### config.mk
export PLATFORM = sky130hd
export DESIGN_NAME = ogd_window
export DESIGN_NICKNAME = d
export VERILOG_FILES = /design/src/hdl/ogd_pkg.sv /design/src/hdl/ogd_window.sv
export SDC_FILE = /design/constraint.sdc
export NUM_CORES = 1
export LEC_CHECK = 0
export BUFFER_PORTS_ARGS = -buffer_cell sky130_fd_sc_hd__buf_2
export CORE_AREA = 2 2 63 65
export DETAILED_ROUTE_END_ITERATION = 12
export DIE_AREA = 0 0 65 67
export MAX_ROUTING_LAYER = met4
export PLACE_DENSITY = 0.85
export SYNTH_ARGS = -nofsm -noshare
export SYNTH_HDL_FRONTEND = slang
export SYNTH_SLANG_ARGS = --single-unit
### constraint.sdc
create_clock -name clock -period 2.3 [get_ports clock]
set_input_delay 0 -clock clock [delete_from_list [all_inputs] [get_ports clock]]
set_output_delay 0 -clock clock [all_outputs]
set_load 0.01 [all_outputs]
### src/hdl/ogd_pkg.sv
// Shared types and constants for the occupancy grid dilation block.
// No dependencies; used by every module in hdl/.
`default_nettype none

package ogd_pkg;

   localparam int CELL_BITS        = 8;
   localparam int GRID_WIDTH_BITS  = 11;
   localparam int GRID_HEIGHT_BITS = 16;
   localparam int MAX_WIDTH_DEFAULT = 1024;
   localparam int CSR_ADDR_BITS    = 3;
   localparam int CSR_DATA_BITS    = 32;

   localparam logic [GRID_WIDTH_BITS-1:0]  GRID_WIDTH_RESET  = 11'd256;
   localparam logic [GRID_HEIGHT_BITS-1:0] GRID_HEIGHT_RESET = 16'd256;
   localparam int MIN_DIM = 3;

   localparam logic [CELL_BITS-1:0] OBSTACLE = 8'd100;

   // register index, taken from paddr[2]
   localparam logic REG_GRID_WIDTH  = 1'b0;
   localparam logic REG_GRID_HEIGHT = 1'b1;

   // req tuser action code
   localparam logic ACTION_CELL  = 1'b0;
   localparam logic ACTION_DRAIN = 1'b1;

   // control for one window shift, from the input stage to the window
   typedef struct packed {
      logic data;      // column comes from the line stores and the input cell, else zeros
      logic have_out;  // shift produces a result
      logic border;    // result cell lies on the frame border
      logic last;      // result is the last cell of the frame
   } ogd_stage_type;

endpackage

`default_nettype wire

### src/hdl/ogd_window.sv
// 3x3 window registers and the 8-neighbour obstacle test.
// Depends on ogd_pkg for the stage control struct and constants.
`default_nettype none

module ogd_window (
   input  wire logic                          clock,
   input  wire logic                          reset,
   input  wire logic                          shift,
   input  wire ogd_pkg::ogd_stage_type        ctrl,
   input  wire logic [ogd_pkg::CELL_BITS-1:0] col_top,
   input  wire logic [ogd_pkg::CELL_BITS-1:0] col_mid,
   input  wire logic [ogd_pkg::CELL_BITS-1:0] col_bot,
   output logic      [ogd_pkg::CELL_BITS-1:0] result
);

   logic [ogd_pkg::CELL_BITS-1:0] window_ff [3][3];
   logic [ogd_pkg::CELL_BITS-1:0] window_in [3][3];
   logic [ogd_pkg::CELL_BITS-1:0] column [3];
   logic                          hit;

   always_comb begin
      column[0] = ctrl.data ? col_top : '0;
      column[1] = ctrl.data ? col_mid : '0;
      column[2] = ctrl.data ? col_bot : '0;
      for (int r = 0; r < 3; r++) begin
         window_in[r][0] = window_ff[r][1];
         window_in[r][1] = window_ff[r][2];
         window_in[r][2] = column[r];
      end
   end

   always_comb begin
      hit = 1'b0;
      for (int r = 0; r < 3; r++) begin
         for (int c = 0; c < 3; c++) begin
            if (!(r == 1 && c == 1) && window_in[r][c] == ogd_pkg::OBSTACLE) begin
               hit = 1'b1;
            end
         end
      end
      result = (!ctrl.border && hit) ? ogd_pkg::OBSTACLE : window_in[1][1];
   end

   always_ff @(posedge clock) begin
      if (reset) begin
         for (int r = 0; r < 3; r++) begin
            for (int c = 0; c < 3; c++) begin
               window_ff[r][c] <= '0;
            end
         end
      end else if (shift) begin
         window_ff <= window_in;
      end
   end

endmodule

`default_nettype wire

==> PnR_summary.wiki <==
{| class="wikitable"
! Metric !! Value
|-
| Register with the most flip-flops || window_ff
|-
| Die Wd || 65 microns
|-
| Measured slew at the worst slew-check pin || 0.814 ns
|-
| List of cells traversed by the critical path || dlygate4sd3_1, buf_2, nor4bb_1, nand4_1, o41ai_4, o41a_2, buf_2
|-
| Number of warnings issued by yosys || 0
|-
| Initial antenna violation count || 0
|-
| Ys async rst share || 0%
|-
| N_diodes || 0
|-
| Data arrival time at the worst-slack endpoint || 1.84 ns
|-
| Final Max Tran Viols || 0
|-
| Total clock sinks || 48
|-
| Number of flip-flops and latches in the synthesized netlist || 48
|-
| Drt wl/cell || 14.4 microns
|-
| Std cell rows || 22
|-
| Crit path buf inv count || 3
|-
| Cell family with most CP delay || buffers and inverters
|-
| Syn Nets || 256
|-
| Dominant synthesized flop cell || sky130_fd_sc_hd__dfxtp_1
|-
| Final HPWL DP || 2.92 mm
|-
| Static leakage || 0.00112 uW
|-
| Register clock-pin slew on the reported worst setup and hold paths || 0.09 ns
|-
| Setup TNS Final || 0 ns
|-
| TritonCTS clock tree || built
|-
| Proportion of layout cells with a drive suffix above 1 || 17.6%
|-
| Type of the setup path with the least slack || primary input to output port
|-
| Post-placement worst setup slack || 0.848 ns
|-
| Starting Density || 56.9%
|-
| Peak supply drop || 0.000365 V
|-
| Final routed wirelength across all metal layers || 4.69 mm
|-
| Number of standard cells after synthesis || 225
|-
| Max Buffers Root-to-Sink || 2
|-
| Boundary pin count || 39
|-
| Layout area overhead || 25.7%
|-
| Library cell with the largest summed area after synthesis || sky130_fd_sc_hd__dfxtp_1
|-
| Global-route congestion overflow total || 0
|-
| DRT Pass-1 Iters || 4
|-
| Required @ worst endpoint || 2.30 ns
|-
| Crit Path Max Fanout || 8
|-
| Setup repair after global routing missed its margin || false
|-
| Post-synth design cell area || 0.00205 sq mm
|-
| Mean number of vias per cell || 5.50
|-
| Worst-skew pair later-pin latency || 0.31 ns
|-
| WHS || 0.00178 ns
|-
| DRC marker count from the first detailed-route iteration || 130
|-
| Most used standard cells in the synthesized netlist || sky130_fd_sc_hd__dfxtp_1 (48), sky130_fd_sc_hd__nor2_1 (48), sky130_fd_sc_hd__mux2i_1 (24)
|-
| Pwr/cell area || 642 mW/mm^2
|-
| Endpoint kind of the worst setup timing path || output port
|-
| Min cycle time layout || 1.84 ns
|-
| Fraction of the cycle the final worst path needs || 79.9%
|-
| Max FFs per register || 48
|-
| Critical path's most frequent cell || sky130_fd_sc_hd__buf_2
|-
| Global placement routability congestion || 0.794
|-
| Residual DRC count || 0
|-
| Die H || 67 microns
|-
| Final count of hold timing violations || 0
|-
| Top Registers || window_ff x48
|-
| Cell at the root of the clock tree || sky130_fd_sc_hd__clkbuf_8
|-
| CP max stage delay || 0.54 ns
|-
| Max-cap violations || 0
|-
| Net count of the finished layout || 309
|-
| Final worst-path setup slack || 0.463 ns
|-
| Core outline area || 0.00361 sq mm
|-
| Headroom to the max-slew limit || 45.7%
|-
| Vias in the first global route || 1,694
|-
| Global-route wire length before repair || 7.47 mm
|-
| Master of the slowest instance on the critical path || sky130_fd_sc_hd__dlygate4sd3_1
|-
| Number of buffers added by the clock tree synthesis step || 5
|-
| H-tree levels || 2
|-
| Post-route clock skew || 0.00803 ns
|-
| Post-CTS Setup Repair Bufs || 0
|-
| CP Launch Type || primary input
|-
| Post-synthesis cell type count || 25
|-
| Largest net degree at the start of global routing || 53
|-
| Maximum clock rate || 0.544 GHz
|-
| GRT Resource Usage Total || 23.4%
|-
| Cells after DPL || 296
|-
| Post-route ant nets || 0
|-
| Final count of negative-setup-slack endpoints || 0
|-
| Sequential-to-total area share from yosys stat || 46.8%
|-
| Count of flip-flops with a built-in enable after synthesis || 0
|-
| Floorplan die area || 0.00436 sq mm
|-
| Dominant cells by area after synthesis || sky130_fd_sc_hd__dfxtp_1 (47%), sky130_fd_sc_hd__mux2i_1 (12%), sky130_fd_sc_hd__nor2_1 (8.8%)
|-
| Path class of the lowest-slack min-delay path || primary input to register
|-
| Post-layout instance count excluding filler cells || 327
|-
| Routed vias || 1,798
|-
| Number of I/O port buffers || 36
|-
| Outcome || finished, final reports clean
|-
| Top-area cell type share of the netlist area || 46.8%
|-
| Syn avg cell area || 9.12 sq um
|}
metrics by stage:
step | utilization [%] | total power [uW] | instance area, sq um
6_report | 71.5 | 1660 | 2580
5_1_grt | 71.5 | 1720 | 2580
4_1_cts | 71.5 | 1660 | 2580
3_5_place_dp | 62.1 | 1040 | 2240
3_3_place_gp | 62.1 | 1040 | 2240
2_1_floorplan | - | 986 | 2050
worst register-to-register path, cell delays in order (launching register included):
cell                        delay [ns]
sky130_fd_sc_hd__dfxtp_1          0.34
sky130_fd_sc_hd__inv_1            0.10
sky130_fd_sc_hd__a2bb2oi_1        0.20
sky130_fd_sc_hd__nor2_1           0.05
cell families (layout without fill, tap and decap cells):
kind of cell,Yosys count,after routing,synth area share (%)
mux,24,24,11.7
buf+inv,19,73,3.78
flops,48,48,46.8
compound gates,33,33,12.1
simple gates,101,101,25.6
final cells by class:
type                    instances  area (sq um)
well taps                      48          60.1
fillers                       271          1030
inverters                       5          18.8
multi-input cells             158          1010
flip-flops and latches         48           961
clock buffers                   6          72.6
repair buffers                 60           418
clock inverters                 2          35.0
where the power goes:
part	switching (uW)	leakage (uW)	total [uW]	internal (uW)
clock network	276	0.0000552	599	323
logic	90.3	0.000676	184	93.9
registers	17.7	0.000390	873	855
worst paths after layout:
path         slack [ns]                  startpoint                    endpoint  cells after the start
min reg2reg        0.50  window_ff[61]$_SDFFE_PP0P_  window_ff[61]$_SDFFE_PP0P_                      2
min               0.002                  col_top[3]  window_ff[51]$_SDFFE_PP0P_                      3
max reg2reg        1.47  window_ff[25]$_SDFFE_PP0P_  window_ff[25]$_SDFFE_PP0P_                      3
max                0.46                  col_mid[0]                   result[2]                      7
what timing repair did:
action / in CTS / in global routing
hold buffers: 23 / 0
gates resized for setup: 0 / 0
hold endpoints to repair: 23 / 0
cells in the final DEF, fill, tap and decap left out, types with 2 or more instances in the layout:
| master | netlist | final |
|---|---|---|
| sky130_fd_sc_hd__nor2_1 | 48 | 48 |
| sky130_fd_sc_hd__dfxtp_1 | 48 | 48 |
| sky130_fd_sc_hd__buf_2 | 4 | 36 |
| sky130_fd_sc_hd__mux2i_1 | 24 | 24 |
| sky130_fd_sc_hd__dlygate4sd3_1 | 0 | 23 |
| sky130_fd_sc_hd__a21oi_1 | 19 | 19 |
| sky130_fd_sc_hd__nor2b_1 | 15 | 15 |
| sky130_fd_sc_hd__nand4_1 | 6 | 6 |
| sky130_fd_sc_hd__nor4b_1 | 6 | 6 |
| sky130_fd_sc_hd__nand3_1 | 6 | 6 |
| sky130_fd_sc_hd__nand2_1 | 6 | 6 |
| sky130_fd_sc_hd__inv_1 | 5 | 5 |
| sky130_fd_sc_hd__o41ai_1 | 5 | 5 |
| sky130_fd_sc_hd__a2bb2oi_1 | 5 | 5 |
| sky130_fd_sc_hd__clkbuf_8 | 0 | 5 |
| sky130_fd_sc_hd__nand2b_1 | 4 | 4 |
| sky130_fd_sc_hd__or2b_1 | 3 | 3 |
| sky130_fd_sc_hd__o41a_2 | 3 | 3 |
| sky130_fd_sc_hd__nor4bb_1 | 2 | 2 |
per-layer routing:
| metal | GRT usage (%) | vias to the layer above | routed length (microns) |
|---|---|---|---|
| li1 | - | 885 | - |
| met1 | 25.3 | 849 | 2010 |
| met2 | 38.5 | 46 | 2280 |
| met3 | 6.42 | 18 | 226 |
| met4 | 13.8 | 0 | 167 |
| met5 | - | - | 0 |
No activity file was read; power rests on OpenSTA's default activity.
